==> config.mk <==
export PLATFORM = sky130hd
export DESIGN_NAME = ddpi_regs
export DESIGN_NICKNAME = d
export VERILOG_FILES = /design/src/hw/rtl/ddpi_pkg.sv /design/src/hw/rtl/ddpi_regs.sv
export SDC_FILE = /design/constraint.sdc
export NUM_CORES = 1
export LEC_CHECK = 0
export ABC_AREA = 0
export BUFFER_PORTS_ARGS = -buffer_cell sky130_fd_sc_hd__clkbuf_2
export CAP_MARGIN = 5
export CORE_MARGIN = 1.5
export CORE_UTILIZATION = 50
export CTS_CLUSTER_SIZE = 10
export DETAILED_ROUTE_END_ITERATION = 16
export PLACE_DENSITY = 0.93
export SLEW_MARGIN = 20
export SYNTH_ARGS = -nofsm -noshare
export SYNTH_HDL_FRONTEND = slang
export SYNTH_SLANG_ARGS = --single-unit
==> constraint.sdc <==
create_clock -name clk -period 3.9 [get_ports clk]
set_clock_uncertainty 0.15 [all_clocks]
set_input_delay 0.78 -clock clk [delete_from_list [all_inputs] [get_ports clk]]
set_output_delay 0.78 -clock clk [all_outputs]
set_load 0.02 [all_outputs]
==> src/hw/rtl/ddpi_pkg.sv <==
// ----------------------------------------------------------------------------
// ddpi_pkg
// Shared types, register map, datapath opcodes and the CORDIC angle table
// of the differential-drive pose integrator.
// ----------------------------------------------------------------------------
package ddpi_pkg;

	localparam int CordicStepsDefault = 16;
	localparam int AtanCount          = 24;
	localparam int AddrWidth          = 4;

	localparam logic signed [33:0] CordicGainQ30 = 34'sd652032874;
	localparam logic signed [33:0] QuarterTurn   = 34'sd1073741824;
	localparam logic signed [33:0] HalfTurn      = 34'sd2147483648;

	// register indexes (byte address / 4)
	localparam logic [1:0] REG_TIME_STEP      = 2'd0;
	localparam logic [1:0] REG_NOISE_ENABLE   = 2'd1;
	localparam logic [1:0] REG_NOISE_FRACTION = 2'd2;
	localparam logic [1:0] REG_HEADING_GAIN   = 2'd3;

	localparam logic [15:0] TimeStepReset    = 16'd1092;
	localparam logic [23:0] HeadingGainReset = 24'd65536;

	typedef struct packed {
		logic        kind;
		logic [15:0] left_speed;
		logic [15:0] right_speed;
		logic [15:0] left_noise;
		logic [15:0] right_noise;
		logic [31:0] load_x;
		logic [31:0] load_y;
		logic [15:0] load_heading;
	} item_t;

	typedef struct packed {
		logic [31:0] pos_x;
		logic [31:0] pos_y;
		logic [15:0] heading;
	} pose_t;

	typedef struct packed {
		logic [15:0] time_step;
		logic        noise_enable;
		logic [15:0] noise_fraction;
		logic [23:0] heading_gain;
	} cfg_t;

	typedef enum logic [4:0] {
		OP_NONE,
		OP_CAPTURE,
		OP_LOAD,
		OP_TL,
		OP_TR,
		OP_FL,
		OP_NL,
		OP_FR,
		OP_NR,
		OP_TAKE_RAW,
		OP_TAKE_NZ,
		OP_GAIN,
		OP_HEAD,
		OP_ROT,
		OP_MX,
		OP_MY,
		OP_FIN
	} op_t;

	typedef struct packed {
		op_t op;
	} cmd_t;

	typedef struct packed {
		logic last_step;
	} status_t;

	// atan(2^-i) in 2^-32 turn units
	function automatic logic [31:0] atan_turn(input logic [4:0] idx);
		logic [31:0] v;
		case (idx)
			5'd0:    v = 32'd536870912;
			5'd1:    v = 32'd316933406;
			5'd2:    v = 32'd167458907;
			5'd3:    v = 32'd85004756;
			5'd4:    v = 32'd42667331;
			5'd5:    v = 32'd21354465;
			5'd6:    v = 32'd10679838;
			5'd7:    v = 32'd5340245;
			5'd8:    v = 32'd2670163;
			5'd9:    v = 32'd1335087;
			5'd10:   v = 32'd667544;
			5'd11:   v = 32'd333772;
			5'd12:   v = 32'd166886;
			5'd13:   v = 32'd83443;
			5'd14:   v = 32'd41722;
			5'd15:   v = 32'd20861;
			5'd16:   v = 32'd10430;
			5'd17:   v = 32'd5215;
			5'd18:   v = 32'd2608;
			5'd19:   v = 32'd1304;
			5'd20:   v = 32'd652;
			5'd21:   v = 32'd326;
			5'd22:   v = 32'd163;
			5'd23:   v = 32'd81;
			default: v = 32'd0;
		endcase
		return v;
	endfunction

endpackage

==> src/hw/rtl/ddpi_regs.sv <==
// ----------------------------------------------------------------------------
// ddpi_regs
// APB configuration registers: time step, noise enable, noise fraction,
// heading gain.
// ----------------------------------------------------------------------------
module ddpi_regs (
	input  logic                            clk,
	input  logic                            arst_n,
	input  logic                            psel,
	input  logic                            penable,
	input  logic                            pwrite,
	input  logic [ddpi_pkg::AddrWidth-1:0]  paddr,
	input  logic [31:0]                     pwdata,
	output logic [31:0]                     prdata,
	output logic                            pready,
	output ddpi_pkg::cfg_t                  cfg
);
	ddpi_pkg::cfg_t cfg_q;
	logic [1:0]     idx;
	logic           wr_en;

	assign idx    = paddr[3:2];
	assign wr_en  = psel & penable & pwrite;
	assign pready = 1'b1;
	assign cfg    = cfg_q;

	always_ff @(posedge clk or negedge arst_n) begin
		if (!arst_n) begin
			cfg_q.time_step      <= ddpi_pkg::TimeStepReset;
			cfg_q.noise_enable   <= 1'b0;
			cfg_q.noise_fraction <= 16'd0;
			cfg_q.heading_gain   <= ddpi_pkg::HeadingGainReset;
		end else if (wr_en) begin
			unique case (idx)
				ddpi_pkg::REG_TIME_STEP:      cfg_q.time_step      <= pwdata[15:0];
				ddpi_pkg::REG_NOISE_ENABLE:   cfg_q.noise_enable   <= pwdata[0];
				ddpi_pkg::REG_NOISE_FRACTION: cfg_q.noise_fraction <= pwdata[15:0];
				ddpi_pkg::REG_HEADING_GAIN:   cfg_q.heading_gain   <= pwdata[23:0];
				default: ;
			endcase
		end
	end

	always_comb begin
		unique case (idx)
			ddpi_pkg::REG_TIME_STEP:      prdata = {16'd0, cfg_q.time_step};
			ddpi_pkg::REG_NOISE_ENABLE:   prdata = {31'd0, cfg_q.noise_enable};
			ddpi_pkg::REG_NOISE_FRACTION: prdata = {16'd0, cfg_q.noise_fraction};
			ddpi_pkg::REG_HEADING_GAIN:   prdata = {8'd0, cfg_q.heading_gain};
			default:                      prdata = 32'd0;
		endcase
	end
endmodule

## Word level (Yosys, flattened, before mapping)

Index checks and enable logic that the tools add are counted.
W data, S select, Z words.

- Bits in registers: 57
- Output and inout bits: 90
- Input bits: 41
- Word-level logic and storage cells: 15

- Equal/unequal tests: 3
- Reduce and logical (&&, ||, !) cells: 5
- Muxes and demuxes: 1
- Bitwise logic cells: 2

Operator list:

| cell | count |
|---|---|
| $pmux W32 S4 | 1 |
| $reduce_and A2 Y1 | 4 |
| $eq A2 B2 Y1 const B | 2 |
| $and A1 B1 Y1 | 2 |
| $eq A2 B1 Y1 const B | 1 |
| $logic_not A2 Y1 | 1 |

## Depth between registers and ports, before layout

Gate-level depths: netlist (run 1).

- Word-level depth: 3
- Gate-level depth with buffers: 5
- Gate-level depth less buffers: 3

## Worst setup path after synthesis (run 1)

Ideal clock, no wire load.

- Kind: input to output
- Start: input port paddr[2] in the netlist's numbering
- End: output port prdata[11]
- Data required time: 2.970 ns
- Setup slack: 1.254 ns
- Stages: 4
- Arrival time: 1.716 ns
- Path buffers: 2
- Cells stage by stage: buf_6 -> buf_2 -> mux2_2 -> a22o_1

- Longest elaborated chain between the ends: 2
- Elaborated cells on any way between the ends: 5
- Those cells by class: eq/ne (3); mux (1); reduce/logical (1)

RTL lines:

| what | RTL line | source |
|---|---|---|
| start, declared | ddpi_regs.sv:12 | `input logic [ddpi_pkg::AddrWidth-1:0] paddr,` |
| $eq A2 B2 Y1 (tied with other cells) | ddpi_regs.sv:45 | `unique case (idx)` |
| $pmux W32 S4 (*) | ddpi_regs.sv:45 |  |
| end, declared | ddpi_regs.sv:14 | `output logic [31:0] prdata,` |

Every way passes the cells marked *; elsewhere a longest branch is shown, timed or not. The select of a mux whose other input is x is not followed.

## Worst setup path in the final report (run 1)

- Start: input port paddr[2] in the netlist's numbering
- End: output port prdata[2]

The elaborated chain is that of the path after synthesis.

==> qor.txt, run 1 <==
outcome -> finished, final reports clean
DR WL/cell -> 16.7 um
Max rail drop VDD -> 298 uV
cell area after synthesis -> 2720 um2
pre-CTS setup slack -> 0.826 ns
initial antenna violation count -> 0
DR vias/cell -> 5.15
Rows -> 26
multi-input gate area in the final layout -> 1160 um2
Post-DP HPWL -> 4350 um
clock latency on the worst-skew pair -> 0.31 ns
CTS-repair resized insts -> 0
cts bufs inserted -> 9
fmax -> 324 MHz
syn_area_per_cell -> 15.0 um2
via count -> 1911
clk sink count -> 57
setup repair bufs after CTS -> 0
CTS H-Tree Depth -> 3
Final period util -> 0.791
Die ar. -> 5900 um2
# port buffers -> 111
Yosys warning total -> 0
Worst EP arrival -> 2.16 ns
Yosys reg bits -> 57
Routability Congestion -> 0.721
share of cells above drive strength 1 -> 0.701
Placed Area -> 3280 um2
core box area -> 5170 um2
antenna cells -> 0
Final WS setup -> 0.814 ns
Max-Cap Viols -> 0
crit-path max FO -> 14
Die Span Y -> 76.8 um
Post-Route WL -> 6180 um
clock period minus worst slack -> 3.09 ns
setup_tns -> 0 ns
Final ANT Viol Nets -> 0
post-synth cell types -> 20
hold buffers post-CTS -> 0
crit path kind -> input pin to primary output
min-delay src -> cfg[22]$_DFFE_PN0P_
cells after synthesis -> 182
Cells after DPL -> 355
pin count of the biggest net entering global routing -> 42
PD cells -> 593 nW/um2
fillers -> 407
Storage cell area -> 1430 um2
Least-Margin Pin Slew -> 0.880 ns
sequential fraction of the synthesis area -> 0.525
global route overflow -> 0
DR iter-0 viols -> 50
Clock Pin Slew Worst Setup and Hold Paths -> 0.06 ns
post-route cell area -> 3460 um2
count of final setup violators -> 0
Syn-to-layout area delta -> 27.1%
total power -> 2.05 mW
Hold WC Path Type -> register to register
CTS max path bufs -> 2
Layout Utilization -> 0.669
Critical Path Sink Type -> primary output
max FFs per register -> 57
RSZ-0062 raised after global routing -> no
Relative slew margins -> 0.413
Static Leak -> 1.77 nW
drt first pass iters -> 4
io pins -> 131
Starting Density -> 0.527
Worst EP required -> 2.97 ns
Critical path origin -> paddr[2]
crit start category -> input pin
Root Driver -> clkbuf_8
Layout Nets -> 337
Finished Layout Cells -> 371
first-pass GRT wire length -> 9870 um
CTS tree -> yes
Chip Width -> 76.8 um
Hold Violations, Final -> 0
# DRC -> 0
vias in the first global route -> 1922
Total GRT Usage -> 0.219
Slew Limit Fails -> 0
FF-to-FF Start -> cfg[15]$_DFFE_PN0P_
worst hold slack -> 0.379 ns
==> power by group <==
part	switching, mW	internal, mW	leakage, nW	total [mW]
Combinational	0.399	0.303	0.982	0.703
Clock	0.220	0.282	0.0927	0.503
Sequential	0.110	0.737	0.692	0.847
==> final cells by class <==
| cell class | count | area share |
|---|---|---|
| Sequential cell | 57 | 0.413 |
| Timing Repair Buffer | 116 | 0.171 |
| Tap cell | 70 | 0.0253 |
| Clock buffer | 14 | 0.0499 |
| Clock inverter | 2 | 0.00361 |
| Multi-Input combinational cell | 112 | 0.336 |
==> layer usage <==
metal | up-vias | part of all wire | track usage
met5 | - | 0 | 0
met4 | 0 | 0.0037 | 0.0648
met3 | 2 | 0.043 | 0.0512
met2 | 72 | 0.52 | 0.377
met1 | 961 | 0.44 | 0.274
li1 | 876 | - | -
==> worst max-delay path, stage by stage <==
cell and delay [ns]:
clkbuf_2 0.21, nor2_1 0.50, buf_4 0.30, a22o_1 0.19, clkbuf_2 0.18
==> synthesized netlist by cell type <==
library cell | count | area [um2]
mux2_4 | 10 | 150
nor3b_4 | 1 | 18.8
buf_6 | 2 | 22.5
nor3_4 | 1 | 16.3
a22o_1 | 15 | 131
clkbuf_1 | 3 | 11.3
and3_1 | 8 | 50.1
nand3_4 | 1 | 17.5
buf_4 | 12 | 90.1
nor3b_1 | 1 | 7.51
nand2_1 | 1 | 3.75
dfrtp_1 | 53 | 1330
nor2_4 | 1 | 11.3
mux4_2 | 1 | 22.5
conb_1 | 2 | 7.51
buf_2 | 2 | 10.0
mux2_2 | 62 | 698
nor2_1 | 1 | 3.75
buf_12 | 1 | 20.0
dfstp_2 | 4 | 105
==> logic make-up after synthesis <==
group	share of synthesized area
AO/OA/AOI/OAI	0.0482
multiplexers	0.320
AND/OR/NAND/NOR	0.0473
buffers and inverters	0.0565
flip-flops	0.525
other	0.00276
==> worst paths after layout <==
kind / endpoint / slack [ns] / cells past startpoint
min: cfg[22]$_DFFE_PN0P_ / 0.38 / 1
min reg2reg: cfg[22]$_DFFE_PN0P_ / 0.38 / 1
min in group asynchronous: cfg[41]$_DFFE_PN0P_ / 0.43 / 1
max: prdata[2] / 0.81 / 5
max in group asynchronous: cfg[47]$_DFFE_PN1P_ / 2.33 / 2
max reg2reg: cfg[15]$_DFFE_PN0P_ / 2.94 / 1
==> placed cells by master (no fill, tap or decap), types with 2 or more instances in the layout <==
master and count:
a22o_1 15, and3_1 8, buf_4 5, clkbuf_1 2, clkbuf_2 110, clkbuf_8 12
conb_1 9, dfrtp_1 53, dfstp_2 4, mux2_2 62, mux2_4 10
(Power assumes the default switching activity.)
==> run 2, diff against run 1 <==
--- a/config.mk
+++ b/config.mk
@@ -9,10 +9,10 @@
 export BUFFER_PORTS_ARGS = -buffer_cell sky130_fd_sc_hd__clkbuf_2
 export CAP_MARGIN = 5
 export CORE_MARGIN = 1.5
-export CORE_UTILIZATION = 50
+export CORE_UTILIZATION = 42
 export CTS_CLUSTER_SIZE = 10
 export DETAILED_ROUTE_END_ITERATION = 16
-export PLACE_DENSITY = 0.93
+export PLACE_DENSITY = 0.84
 export SLEW_MARGIN = 20
 export SYNTH_ARGS = -nofsm -noshare
 export SYNTH_HDL_FRONTEND = slang
==> constraint.sdc (replaced) <==
create_clock -name clk -period 2.8 [get_ports clk]
set_clock_uncertainty 0.15 [all_clocks]
set_input_delay 0.56 -clock clk [delete_from_list [all_inputs] [get_ports clk]]
set_output_delay 0.56 -clock clk [all_outputs]
set_load 0.02 [all_outputs]
==> run 2 against run 1 <==
Setup slack got worse by 0.52 ns. Largest power group unchanged. Critical path depth unchanged. Sequential share of layout area decreased by 0.96 points. Die area increased by 18%. Register-to-register slack got worse by 1.1 ns. Power increased by 41%. Final area increased by 2.4%. Clock power increased by 47%. Global-route usage decreased by 3.3 points. Flip-flop and latch count unchanged.
==> qor.txt, run 2 (same netlist as run 1, synthesis figures left out) <==
Post-DP HPWL -> 4480 um (+2.9%)
Finished Layout Cells -> 384 (+3.5%)
via count -> 1949 (+2.0%)
cts bufs inserted -> 9 (unchanged)
outcome -> finished, final reports clean
Final WS setup -> 0.294 ns (-0.520 ns)
clock latency on the worst-skew pair -> 0.32 ns (about the same)
CTS H-Tree Depth -> 3 (unchanged)
crit start category -> input pin
crit path kind -> input pin to primary output
drt first pass iters -> 4 (unchanged)
CTS-repair resized insts -> 0 (unchanged)
setup repair bufs after CTS -> 0 (unchanged)
count of final setup violators -> 0 (unchanged)
Hold WC Path Type -> input pin to asynchronous set/reset pin
RSZ-0062 raised after global routing -> no
CTS tree -> yes
post-route cell area -> 3540 um2 (+2.4%)
Syn-to-layout area delta -> 30.1%
Total GRT Usage -> 0.186 (-0.0327)
Post-Route WL -> 6180 um (about the same)
Chip Width -> 83.5 um (+8.7%)
Max rail drop VDD -> 430 uV (+44%)
io pins -> 131 (unchanged)
DR WL/cell -> 16.1 um (-3.3%)
Worst EP required -> 2.09 ns (-0.88 ns)
Layout Nets -> 343 (+1.8%)
DR vias/cell -> 5.08 (-1.5%)
fmax -> 399 MHz
Final ANT Viol Nets -> 0 (unchanged)
Starting Density -> 0.431 (-0.0952)
FF-to-FF Start -> cfg[28]$_DFFE_PN0P_
Clock Pin Slew Worst Setup and Hold Paths -> 0.06 ns (about the same)
Slew Limit Fails -> 0 (unchanged)
Placed Area -> 3360 um2 (+2.4%)
Cells after DPL -> 368 (+3.7%)
hold buffers post-CTS -> 0 (unchanged)
crit-path max FO -> 10 (-4)
pin count of the biggest net entering global routing -> 31 (-26%)
Least-Margin Pin Slew -> 0.726 ns (-0.154 ns)
CTS max path bufs -> 2 (unchanged)
DR iter-0 viols -> 48 (-4.0%)
PD cells -> 818 nW/um2 (+38%)
antenna cells -> 0 (unchanged)
Worst EP arrival -> 1.80 ns (-0.36 ns)
# port buffers -> 111 (unchanged)
Die ar. -> 6980 um2 (+18%)
Layout Utilization -> 0.561 (-0.108)
pre-CTS setup slack -> 0.283 ns (-0.544 ns)
R2R Path End -> cfg[28]$_DFFE_PN0P_
# DRC -> 0 (unchanged)
internal reg-to-reg setup slack -> 1.84 ns (-1.10 ns)
Routability Congestion -> 0.746 (+3.6%)
commonest non-fill, non-tap cell in the layout -> clkbuf_2
worst hold slack -> 0.129 ns (-0.250 ns)
commonest non-fill, non-tap cells in the layout -> clkbuf_2, mux2_2, dfrtp_1
Relative slew margins -> 0.516 (+0.103)
Root Driver -> clkbuf_8
core box area -> 6310 um2 (+22%)
Static Leak -> 1.81 nW (+2.6%)
first-pass GRT wire length -> 10000 um (+1.6%)
clock period minus worst slack -> 2.51 ns
Rows -> 29 (+12%)
vias in the first global route -> 2002 (+4.2%)
clk sink count -> 57 (unchanged)
setup_tns -> 0 ns (unchanged)
Critical Path Sink Type -> primary output
Final period util -> 0.895
share of cells above drive strength 1 -> 0.704 (+0.00259)
Die Span Y -> 83.5 um (+8.7%)
R2R depth -> 1 (unchanged)
Hold Violations, Final -> 0 (unchanged)
max FFs per register -> 57 (unchanged)
Max-Cap Viols -> 0 (unchanged)
total power -> 2.90 mW (+41%)
global route overflow -> 0 (unchanged)
initial antenna violation count -> 0 (unchanged)
-- run 2: changes by cell type in the layout (fill, tap and decap cells not counted), sizes merged --
| cell | previous run | this run |
|---|---|---|
| clkinvlp | 1 | 0 |
| bufinv | 0 | 1 |
| buf | 6 | 11 |
| clkinv | 1 | 2 |
-- run 2: power by group --
part	total, mW	switching (mW)	leakage, nW	internal [mW]
Combinational	0.982	0.553	1.02	0.429
Clock	0.741	0.308	0.0974	0.433
Sequential	1.18	0.149	0.692	1.03
-- run 2: worst max-delay path by stage --
stage	from	to	slack, ns
6_report	paddr[2]	prdata[3]	0.29
3_3_place_gp	paddr[2]	prdata[2]	0.29
2_1_floorplan	paddr[2]	prdata[11]	0.59
3_5_place_dp	paddr[2]	prdata[3]	0.28
5_1_grt	paddr[2]	prdata[3]	0.24
4_1_cts	paddr[2]	prdata[3]	0.28
-- run 2: layer usage --
metal,share of wire,GRT usage,up-vias
met4,0.015,0.0924,0
li1,-,-,884
met5,0,0,-
met3,0.066,0.0574,9
met2,0.48,0.299,87
met1,0.44,0.229,969
-- run 2: cell type report --
cell class	count	area (um2)
clock buffers	13	149
flip-flops and latches	57	1430
fillers	544	2770
well taps	77	96.3
multi-input cells	112	1160
repair buffers	122	663
clock inverters	3	40.0
-- run 2: critical path, cell delays in order --
cell and delay, ns:
clkbuf_2 0.29, buf_4 0.25, mux2_2 0.35, a22o_1 0.19, clkbuf_2 0.15
