[config.mk]
export PLATFORM = sky130hd
export DESIGN_NAME = ddpi_ctrl
export DESIGN_NICKNAME = d
export VERILOG_FILES = /design/src/hw/rtl/ddpi_pkg.sv /design/src/hw/rtl/ddpi_ctrl.sv
export SDC_FILE = /design/constraint.sdc
export NUM_CORES = 1
export LEC_CHECK = 0
export BUFFER_PORTS_ARGS = -buffer_cell sky130_fd_sc_hd__buf_2
export CAP_MARGIN = 20
export CORE_MARGIN = 2
export CORE_UTILIZATION = 41
export CTS_CLUSTER_DIAMETER = 30
export DETAILED_ROUTE_END_ITERATION = 12
export GPL_ROUTABILITY_DRIVEN = 0
export GPL_TIMING_DRIVEN = 0
export PLACE_DENSITY_LB_ADDON = 0.08
export SYNTH_ARGS = -nofsm -noshare
export SYNTH_HDL_FRONTEND = slang
export SYNTH_SLANG_ARGS = --single-unit
[constraint.sdc]
create_clock -name clk -period 2.41 [get_ports clk]
set_input_delay 0.3615 -clock clk [delete_from_list [all_inputs] [get_ports clk]]
set_output_delay 0.3615 -clock clk [all_outputs]
set_load 0.02 [all_outputs]
[src/hw/rtl/ddpi_pkg.sv]
// ----------------------------------------------------------------------------
// ddpi_pkg
// Shared types, register map, datapath opcodes and the CORDIC angle table
// of the differential-drive pose integrator.
// ----------------------------------------------------------------------------
package ddpi_pkg;

	localparam int CordicStepsDefault = 16;
	localparam int AtanCount          = 24;
	localparam int AddrWidth          = 4;

	localparam logic signed [33:0] CordicGainQ30 = 34'sd652032874;
	localparam logic signed [33:0] QuarterTurn   = 34'sd1073741824;
	localparam logic signed [33:0] HalfTurn      = 34'sd2147483648;

	// register indexes (byte address / 4)
	localparam logic [1:0] REG_TIME_STEP      = 2'd0;
	localparam logic [1:0] REG_NOISE_ENABLE   = 2'd1;
	localparam logic [1:0] REG_NOISE_FRACTION = 2'd2;
	localparam logic [1:0] REG_HEADING_GAIN   = 2'd3;

	localparam logic [15:0] TimeStepReset    = 16'd1092;
	localparam logic [23:0] HeadingGainReset = 24'd65536;

	typedef struct packed {
		logic        kind;
		logic [15:0] left_speed;
		logic [15:0] right_speed;
		logic [15:0] left_noise;
		logic [15:0] right_noise;
		logic [31:0] load_x;
		logic [31:0] load_y;
		logic [15:0] load_heading;
	} item_t;

	typedef struct packed {
		logic [31:0] pos_x;
		logic [31:0] pos_y;
		logic [15:0] heading;
	} pose_t;

	typedef struct packed {
		logic [15:0] time_step;
		logic        noise_enable;
		logic [15:0] noise_fraction;
		logic [23:0] heading_gain;
	} cfg_t;

	typedef enum logic [4:0] {
		OP_NONE,
		OP_CAPTURE,
		OP_LOAD,
		OP_TL,
		OP_TR,
		OP_FL,
		OP_NL,
		OP_FR,
		OP_NR,
		OP_TAKE_RAW,
		OP_TAKE_NZ,
		OP_GAIN,
		OP_HEAD,
		OP_ROT,
		OP_MX,
		OP_MY,
		OP_FIN
	} op_t;

	typedef struct packed {
		op_t op;
	} cmd_t;

	typedef struct packed {
		logic last_step;
	} status_t;

	// atan(2^-i) in 2^-32 turn units
	function automatic logic [31:0] atan_turn(input logic [4:0] idx);
		logic [31:0] v;
		case (idx)
			5'd0:    v = 32'd536870912;
			5'd1:    v = 32'd316933406;
			5'd2:    v = 32'd167458907;
			5'd3:    v = 32'd85004756;
			5'd4:    v = 32'd42667331;
			5'd5:    v = 32'd21354465;
			5'd6:    v = 32'd10679838;
			5'd7:    v = 32'd5340245;
			5'd8:    v = 32'd2670163;
			5'd9:    v = 32'd1335087;
			5'd10:   v = 32'd667544;
			5'd11:   v = 32'd333772;
			5'd12:   v = 32'd166886;
			5'd13:   v = 32'd83443;
			5'd14:   v = 32'd41722;
			5'd15:   v = 32'd20861;
			5'd16:   v = 32'd10430;
			5'd17:   v = 32'd5215;
			5'd18:   v = 32'd2608;
			5'd19:   v = 32'd1304;
			5'd20:   v = 32'd652;
			5'd21:   v = 32'd326;
			5'd22:   v = 32'd163;
			5'd23:   v = 32'd81;
			default: v = 32'd0;
		endcase
		return v;
	endfunction

endpackage

[src/hw/rtl/ddpi_ctrl.sv]
// ----------------------------------------------------------------------------
// ddpi_ctrl
// Sequencer of the pose integrator: walks one item through the shared
// multiplier and the CORDIC iterations, and owns the result valid flag.
// ----------------------------------------------------------------------------
module ddpi_ctrl (
	input  logic               clk,
	input  logic               arst_n,
	input  logic               in_valid,
	input  logic               in_kind,
	output logic               in_ready,
	output logic               out_valid,
	input  logic               out_ready,
	input  logic               noise_enable,
	input  ddpi_pkg::status_t  status,
	output ddpi_pkg::cmd_t     cmd
);
	typedef enum logic [14:0] {
		S_IDLE  = 15'b000000000000001,
		S_LOAD  = 15'b000000000000010,
		S_TL    = 15'b000000000000100,
		S_TR    = 15'b000000000001000,
		S_FL    = 15'b000000000010000,
		S_NL    = 15'b000000000100000,
		S_FR    = 15'b000000001000000,
		S_NR    = 15'b000000010000000,
		S_TAKE  = 15'b000000100000000,
		S_GAIN  = 15'b000001000000000,
		S_HEAD  = 15'b000010000000000,
		S_ROT   = 15'b000100000000000,
		S_MX    = 15'b001000000000000,
		S_MY    = 15'b010000000000000,
		S_FIN   = 15'b100000000000000
	} state_t;

	state_t state_q, state_d;
	logic   out_valid_q;
	logic   slot_free;
	logic   publish;

	assign slot_free = ~out_valid_q | out_ready;
	assign in_ready  = (state_q == S_IDLE);
	assign out_valid = out_valid_q;
	assign publish   = ((state_q == S_FIN) || (state_q == S_LOAD)) && slot_free;

	always_comb begin
		state_d = state_q;
		cmd.op  = ddpi_pkg::OP_NONE;
		unique case (state_q)
			S_IDLE: begin
				if (in_valid) begin
					cmd.op  = ddpi_pkg::OP_CAPTURE;
					state_d = in_kind ? S_LOAD : S_TL;
				end
			end
			S_LOAD: begin
				if (slot_free) begin
					cmd.op  = ddpi_pkg::OP_LOAD;
					state_d = S_IDLE;
				end
			end
			S_TL: begin
				cmd.op  = ddpi_pkg::OP_TL;
				state_d = S_TR;
			end
			S_TR: begin
				cmd.op  = ddpi_pkg::OP_TR;
				state_d = noise_enable ? S_FL : S_TAKE;
			end
			S_FL: begin
				cmd.op  = ddpi_pkg::OP_FL;
				state_d = S_NL;
			end
			S_NL: begin
				cmd.op  = ddpi_pkg::OP_NL;
				state_d = S_FR;
			end
			S_FR: begin
				cmd.op  = ddpi_pkg::OP_FR;
				state_d = S_NR;
			end
			S_NR: begin
				cmd.op  = ddpi_pkg::OP_NR;
				state_d = S_TAKE;
			end
			S_TAKE: begin
				cmd.op  = noise_enable ? ddpi_pkg::OP_TAKE_NZ : ddpi_pkg::OP_TAKE_RAW;
				state_d = S_GAIN;
			end
			S_GAIN: begin
				cmd.op  = ddpi_pkg::OP_GAIN;
				state_d = S_HEAD;
			end
			S_HEAD: begin
				cmd.op  = ddpi_pkg::OP_HEAD;
				state_d = S_ROT;
			end
			S_ROT: begin
				cmd.op = ddpi_pkg::OP_ROT;
				if (status.last_step) begin
					state_d = S_MX;
				end
			end
			S_MX: begin
				cmd.op  = ddpi_pkg::OP_MX;
				state_d = S_MY;
			end
			S_MY: begin
				cmd.op  = ddpi_pkg::OP_MY;
				state_d = S_FIN;
			end
			S_FIN: begin
				// hold until the output slot can take the new pose
				if (slot_free) begin
					cmd.op  = ddpi_pkg::OP_FIN;
					state_d = S_IDLE;
				end
			end
			default: state_d = S_IDLE;
		endcase
	end

	always_ff @(posedge clk or negedge arst_n) begin
		if (!arst_n) begin
			state_q     <= S_IDLE;
			out_valid_q <= 1'b0;
		end else begin
			state_q <= state_d;
			if (publish) begin
				out_valid_q <= 1'b1;
			end else if (out_ready) begin
				out_valid_q <= 1'b0;
			end
		end
	end
endmodule

==> Yosys cells after proc, flatten, opt, wreduce, memory -nomap -nowiden <==
Cells that the tools add are included.
{ "op_classes": {"n_reduce_logical": 5, "n_mux": 13, "bitwise_logic": 2, "n_eq_ne": 18} }
{ "op_table": {"columns": ["operator", "n"], "rows": [
  ["$pmux W15 S14", 1],
  ["$pmux W5 S15", 1],
  ["$mux W15", 3],
  ["$eq A15 B1 Y1 const B", 1],
  ["$eq A15 B10 Y1 const B", 1],
  ["$eq A15 B11 Y1 const B", 1],
  ["$eq A15 B12 Y1 const B", 1],
  ["$eq A15 B13 Y1 const B", 1],
  ["$eq A15 B14 Y1 const B", 1],
  ["$eq A15 B15 Y1 const B", 1],
  ["$eq A15 B2 Y1 const B", 1],
  ["$eq A15 B3 Y1 const B", 1],
  ["$eq A15 B4 Y1 const B", 1],
  ["$eq A15 B5 Y1 const B", 1],
  ["$eq A15 B6 Y1 const B", 1],
  ["$eq A15 B7 Y1 const B", 1],
  ["$eq A15 B8 Y1 const B", 1],
  ["$eq A15 B9 Y1 const B", 1],
  ["$mux W9", 1],
  ["$mux W5", 1],
  ["$mux W2", 2],
  ["$ne A2 B2 Y1 const B", 2],
  ["$mux W1", 3],
  ["$mux W3", 1],
  ["other kinds (8)", 8]
]} }
{ "word_totals": {"elab_cells": 40, "reg_bits": 16} }

==> Depth between registers and ports, before layout <==
Gate-level depths: netlist of the first run.
{ "depth": {"depth_word": 4, "ltp_mapped": 8} }

==> Least setup slack after synthesis of the first run <==
No wires, ideal clock.
{ "synth_path": {"path_kind": "reg-to-output", "start": "register state_q[1]", "end": "output port cmd[2] in the netlist's numbering", "arrival_ns": 2.021, "slack_ns": 0.027, "stages_incl_launch_ff": 6, "required_ns": 2.049, "path_buffers": 1, "path_cell_list": "dfrtp_1 -> buf_6 -> nor4_4 -> and2_1 -> nand2_1 -> o311ai_0"} }
{ "synth_rtl": {"columns": ["item", "line_no", "text"], "rows": [
  ["start, declared", "ddpi_ctrl.sv:36", "state_t state_q, state_d;"],
  ["start signal, assigned", "ddpi_ctrl.sv:128", "state_q <= state_d;"],
  ["end, declared", "ddpi_ctrl.sv:16", "output ddpi_pkg::cmd_t cmd"]
]} }

==> results of run 1 <==
[sequential cells by signal, summed over array words and instances (netlist names)]
signal	cells
out_valid	1
state_q	15
[through the flow]
stage,hold slack [ps],TNS [ps],util [%],instances
after floorplan,65.9,0,-,114
after global placement,303,0,46.2,158
after detailed placement,303,0,46.2,158
after CTS,227,-243,55.4,179
after global routing,210,-366,57.8,182
final,225,-44.6,57.8,182
[power by group through the flow]
stage,Combinational [W],Sequential [W],Clock [W]
after global routing,0.000898,0.000364,0.000204
after global placement,0.000606,0.000357,0
after floorplan,0.000468,0.000357,0
final,0.000828,0.000357,0.000189
after CTS,0.000707,0.000352,0.000188
after detailed placement,0.000607,0.000357,0
[what timing repair did]
item / CTS / global route
gates resized for setup: 24 / 17
endpoints found under the hold margin: 15 / 0
endpoints found under the setup margin: 4 / 5
setup buffers: 17 / 9
pin swaps: 11 / 19
hold buffers: 1 / 0
[routing by layer]
metal	global-route usage [%]	part of all wire (%)	vias to the layer above
met5	0	0	-
met4	6.12	1.6	0
met3	2.30	6.1	8
met2	32.7	49	46
met1	28.8	44	504
li1	-	-	505
[cell usage after synthesis, types with 3 or more instances]
cell type  count  share of area [%]
dfrtp_1       15                 33
nor2_1        10                3.3
inv_1          6                2.0
nand3_1        6                2.6
nand2_1        5                1.7
nand2b_1       5                2.8
nor4b_1        5                3.9
nand4_1        4                2.2
o21ai_0        4                1.8
buf_6          3                3.0
nor3_1         3                1.3
nor4_1         3                1.7
nor4_4         3                5.6
xor2_1         3                2.3
[logic make-up (layout without fill, tap and decap cells)]
group / after synthesis / count (layout) / synth area share, %
flip-flops: 16 / 16 / 35.3
XOR/XNOR: 5 / 5 / 3.85
AO/OA/AOI/OAI: 19 / 19 / 14.2
buffers and inverters: 13 / 50 / 6.82
AND/OR/NAND/NOR: 60 / 60 / 38.9
multiplexers: 1 / 1 / 0.880
[area by class of cell]
type / count / area, um2 / area share (%)
plain buffers: 3 / 33.8 / 2.18
clock buffers: 4 / 36.3 / 2.34
inverters: 6 / 22.5 / 1.45
multi-input cells: 85 / 736 / 47.4
repair buffers: 37 / 274 / 17.7
flip-flops and latches: 16 / 410 / 26.5
well taps: 31 / 38.8 / 2.50
[worst paths after layout]
kind / from / to / slack [ps] / cells past startpoint
max: state_q[4] / cmd[2] / -20 / 6
max in group asynchronous: arst_n / state_q[0] / 1600 / 2
min: in_kind / state_q[2] / 230 / 2
min in group asynchronous: arst_n / state_q[6] / 500 / 2
max reg2reg: state_q[3] / state_q[1] / 260 / 6
min reg2reg: state_q[14] / state_q[14] / 620 / 1
==> metrics, run 1 <==
outcome=complete, but fails checks; failing checks=setup timing; endpoints failing hold=0; layout cells sized above 1=49.7%; Most used DFF post-synth=dfrtp_1; die height=56.7 um; Fillers=242; HPWL Detailed=1910 um; CTS tree=yes; clock sink count=16; io pins=14; Seq pwr share=26.0%; Worst Setup End Kind=primary output; cells along the critical path=buf_6 > or4_4 > a211oi_2 > a32oi_2 > o311ai_1 > buf_2; CP max-delay cell=or4_4; post-route setup slack=-24.7 ps; grt ovf=0; CTS buffer count=3; final net count=159; core area=2690 um2; LEAKAGE=0.736 nW; f_max=0.411 GHz; vias per cell=5.84; Initial Util=42.3%; most frequent cells in the layout=buf_4 (21), buf_2 (10), nor2_1 (9); Required @ worst endpoint=2050 ps; DRT antenna net count=0; Design Area, Final=1550 um2; Comb pwr share=60.3%; critical path launch point type=flop; WL/cell=17.1 um; vias in the first global route=1023; Max Cap Violations=0; CP top delay family=simple AND/OR/NAND/NOR gates; Placed Area=1240 um2; drt initial violations=70; Async SR Flop Fraction=100%; die area=3210 um2; H-tree levels=1; Row Count=19; Net Sw Frac=42.3%; Setup Crit Path Kind=reg -> out; Tot GR Track Use=20.4%; Buffers on Ports=13; DRC=0; Place WS=39.0 ps; Seq/Total Area, Yosys=35.3%; clk slew on worst S/H paths=110 ps; EDFF count, synth=0; Setup Skew=4.47 ps; area delta synth->final=36.4%; first-pass GRT wire length=5030 um; peak supply drop=0.552 mV; clock share of power=13.7%; worst min-delay path class=in -> reg; commonest non-fill, non-tap cell in the layout=buf_4; ANT cells=0; Skew-Pair Late Insertion Delay=300 ps; maximum clock path buffer count=2; Ys Warns=0; Buf/Inv on CP=2; Vias=1063; final wirelength=3110 um; pwr/cell area=886 nW/um2; Design Power=0.00137 W; Post-Syn Nets=121; Final min period=2430 ps; Post-Synthesis Cell Area=1140 um2; post-synth cell types=45; Internal=0.000792 W; delay of the slowest critical-path stage=540 ps; final period utilization=101%; Psw=0.000582 W; DRT Pass-1 Iters=4; RSZ-0062 raised after global routing=true; synthesized flop and latch total=16; Avg Inst Size Synth=9.98 um2; Syn Inst Count=114; Slew HR=72.9%; worst-path maximum fanout=7; Setup violations, final=2; Worst-Margin Slew=403 ps; largest net degree at the start of global routing=17; WP data arrival=2070 ps; die width=56.7 um; initial antenna violation count=0; Pins Over Slew Limit=0; Root Buffer=clkbuf_4
Power figures use the tool's default switching activity.
==> run 2, diff against run 1 <==
--- a/config.mk
+++ b/config.mk
@@ -8,8 +8,8 @@
 export BUFFER_PORTS_ARGS = -buffer_cell sky130_fd_sc_hd__buf_2
 export CAP_MARGIN = 20
 export CORE_MARGIN = 2
-export CORE_UTILIZATION = 41
-export CTS_CLUSTER_DIAMETER = 30
+export CORE_UTILIZATION = 45
+export CTS_CLUSTER_DIAMETER = 80
 export DETAILED_ROUTE_END_ITERATION = 12
 export GPL_ROUTABILITY_DRIVEN = 0
 export GPL_TIMING_DRIVEN = 0
==> metrics, run 2 (synthesis results as in run 1) <==
io pins=14 (unchanged); Root Buffer=clkbuf_4; Required @ worst endpoint=2050 ps (about the same); hold slack=267 ps (+41.8 ps); most frequent cells in the layout=buf_4 (38), dfrtp_1 (10), buf_6 (9), nor2_1 (9), buf_2 (9); commonest non-fill, non-tap cell in the layout=buf_4; clock sink count=16 (unchanged); Final min period=2500 ps (+66.7 ps); Register Area=408 um2 (-0.61%); Setup violations, final=3 (+1); vias per cell=6.28 (+7.5%); core area=2430 um2 (-9.5%); layout cells sized above 1=55.9% (+6.2 points); HPWL Detailed=1920 um (+0.57%); f_max=0.400 GHz (-2.7%); critical path launch point type=flop; final period utilization=104% (+2.8 points); peak supply drop=0.540 mV (-2.1%); Worst-Margin Slew=422 ps (+19.0 ps); Pins Over Slew Limit=0 (unchanged); Row Count=18 (-1); Setup Crit Path Kind=reg -> out; Cells after DPL=157 (-0.63%); largest net degree at the start of global routing=17 (unchanged); Initial Util=46.8% (+4.4 points); maximum clock path buffer count=2 (unchanged); setup TNS=-180 ps (-135 ps); Placed Area=1240 um2 (-0.10%); grt ovf=0 (unchanged); vias in the first global route=1079 (+5.5%); drt initial violations=55 (-21%); number of flip-flops in the largest register=15 (unchanged); Final Non-Filler Cells=200 (+9.9%); worst-path maximum fanout=7 (unchanged); DRT Pass-1 Iters=4 (unchanged); largest register by flop count=state_q; multi-input combinational cell area=778 um2 (+5.8%); LEAKAGE=0.844 nW (+15%); CTS buffer count=3 (unchanged); clk slew on worst S/H paths=100 ps (about the same); worst min-delay path class=in -> reg; Slew HR=71.5% (-1.5 points); first-pass GRT wire length=4860 um (-3.4%); Vias=1256 (+18%); Worst Setup End Kind=primary output; area delta synth->final=53.6%; WP data arrival=2140 ps (+70 ps); Buffers on Ports=13 (unchanged); final wirelength=3840 um (+24%); final net count=178 (+12%); failing checks=setup timing; Setup Skew=10.7 ps (+6.22 ps); die area=2950 um2 (-8.3%); post-route setup slack=-91.4 ps (-66.7 ps); R2R Setup Slk=240 ps (-20 ps); RSZ-0062 raised after global routing=true; endpoints failing hold=0 (unchanged); CTS tree=yes; pwr/cell area=868 nW/um2 (-2.0%); DRT antenna net count=0 (unchanged); initial antenna violation count=0 (unchanged); die height=54.3 um (-4.2%); Fillers=182 (-25%); die width=54.3 um (-4.2%); Design Area, Final=1750 um2 (+13%); Max Cap Violations=0 (unchanged); outcome=complete, but fails checks; DRC=0 (unchanged); Tot GR Track Use=23.5% (+3.1 points); Skew-Pair Late Insertion Delay=300 ps (about the same); H-tree levels=1 (unchanged); ANT cells=0 (unchanged); WL/cell=19.2 um (+12%)
run 2: final cells by class:
class                           instances  share of cell area (%)
Clock buffer                            4                    2.08
Sequential cell                        16                    23.4
Tap cell                               30                    2.15
Buffer                                  4                    2.36
Multi-Input combinational cell         85                    44.6
Timing Repair Buffer                   55                    24.2
Inverter                                6                    1.29
run 2: worst max-delay path, stage by stage (launching register included):
cell and delay (ps):
dfrtp_1 390, buf_6 140, nor4_4 360, buf_4 200, nand3_4 70, nor4b_4 340
a2111o_1 220, buf_6 120
run 2: what timing repair did:
| item | 4_1_cts | 5_1_grt |
|---|---|---|
| endpoints found under the setup margin | 4 | 5 |
| setup buffers | 15 | 27 |
| gates resized for setup | 23 | 25 |
| pin swaps | 13 | 17 |
| hold endpoints to repair | 15 | 0 |
| hold buffers | 1 | 0 |
run 2: final timing paths:
check	startpoint	to	cells past startpoint
worst max-delay path	state_q[1]	cmd[0]	7
worst min-delay path	in_kind	state_q[2]	2
worst max register to register	state_q[1]	state_q[1]	8
worst min register to register	out_valid	out_valid	2
max in group asynchronous	arst_n	state_q[0]	2
min in group asynchronous	arst_n	state_q[7]	2
run 2: stage by stage:
step / setup slack, ps / power (W) / utilization [%]
after global placement: 83.1 / 0.000959 / 51.0
after global routing: -224 / 0.00160 / 71.8
final: -91.4 / 0.00152 / 71.8
after floorplan: 27.4 / 0.000825 / -
after detailed placement: 68.2 / 0.000969 / 51.0
after CTS: -77.5 / 0.00128 / 60.5
run 2: where the power goes:
part           internal (W)  switching (W)
combinational      0.000451       0.000522
sequential         0.000313      0.0000391
clock             0.0000922      0.0000981
run 2: routing by layer:
metal	up-vias	track usage [%]	wire, um
met5	-	0	0
met4	0	10.8	142
met3	18	4.10	215
met2	68	39.0	1970
met1	620	29.7	1520
li1	550	-	-
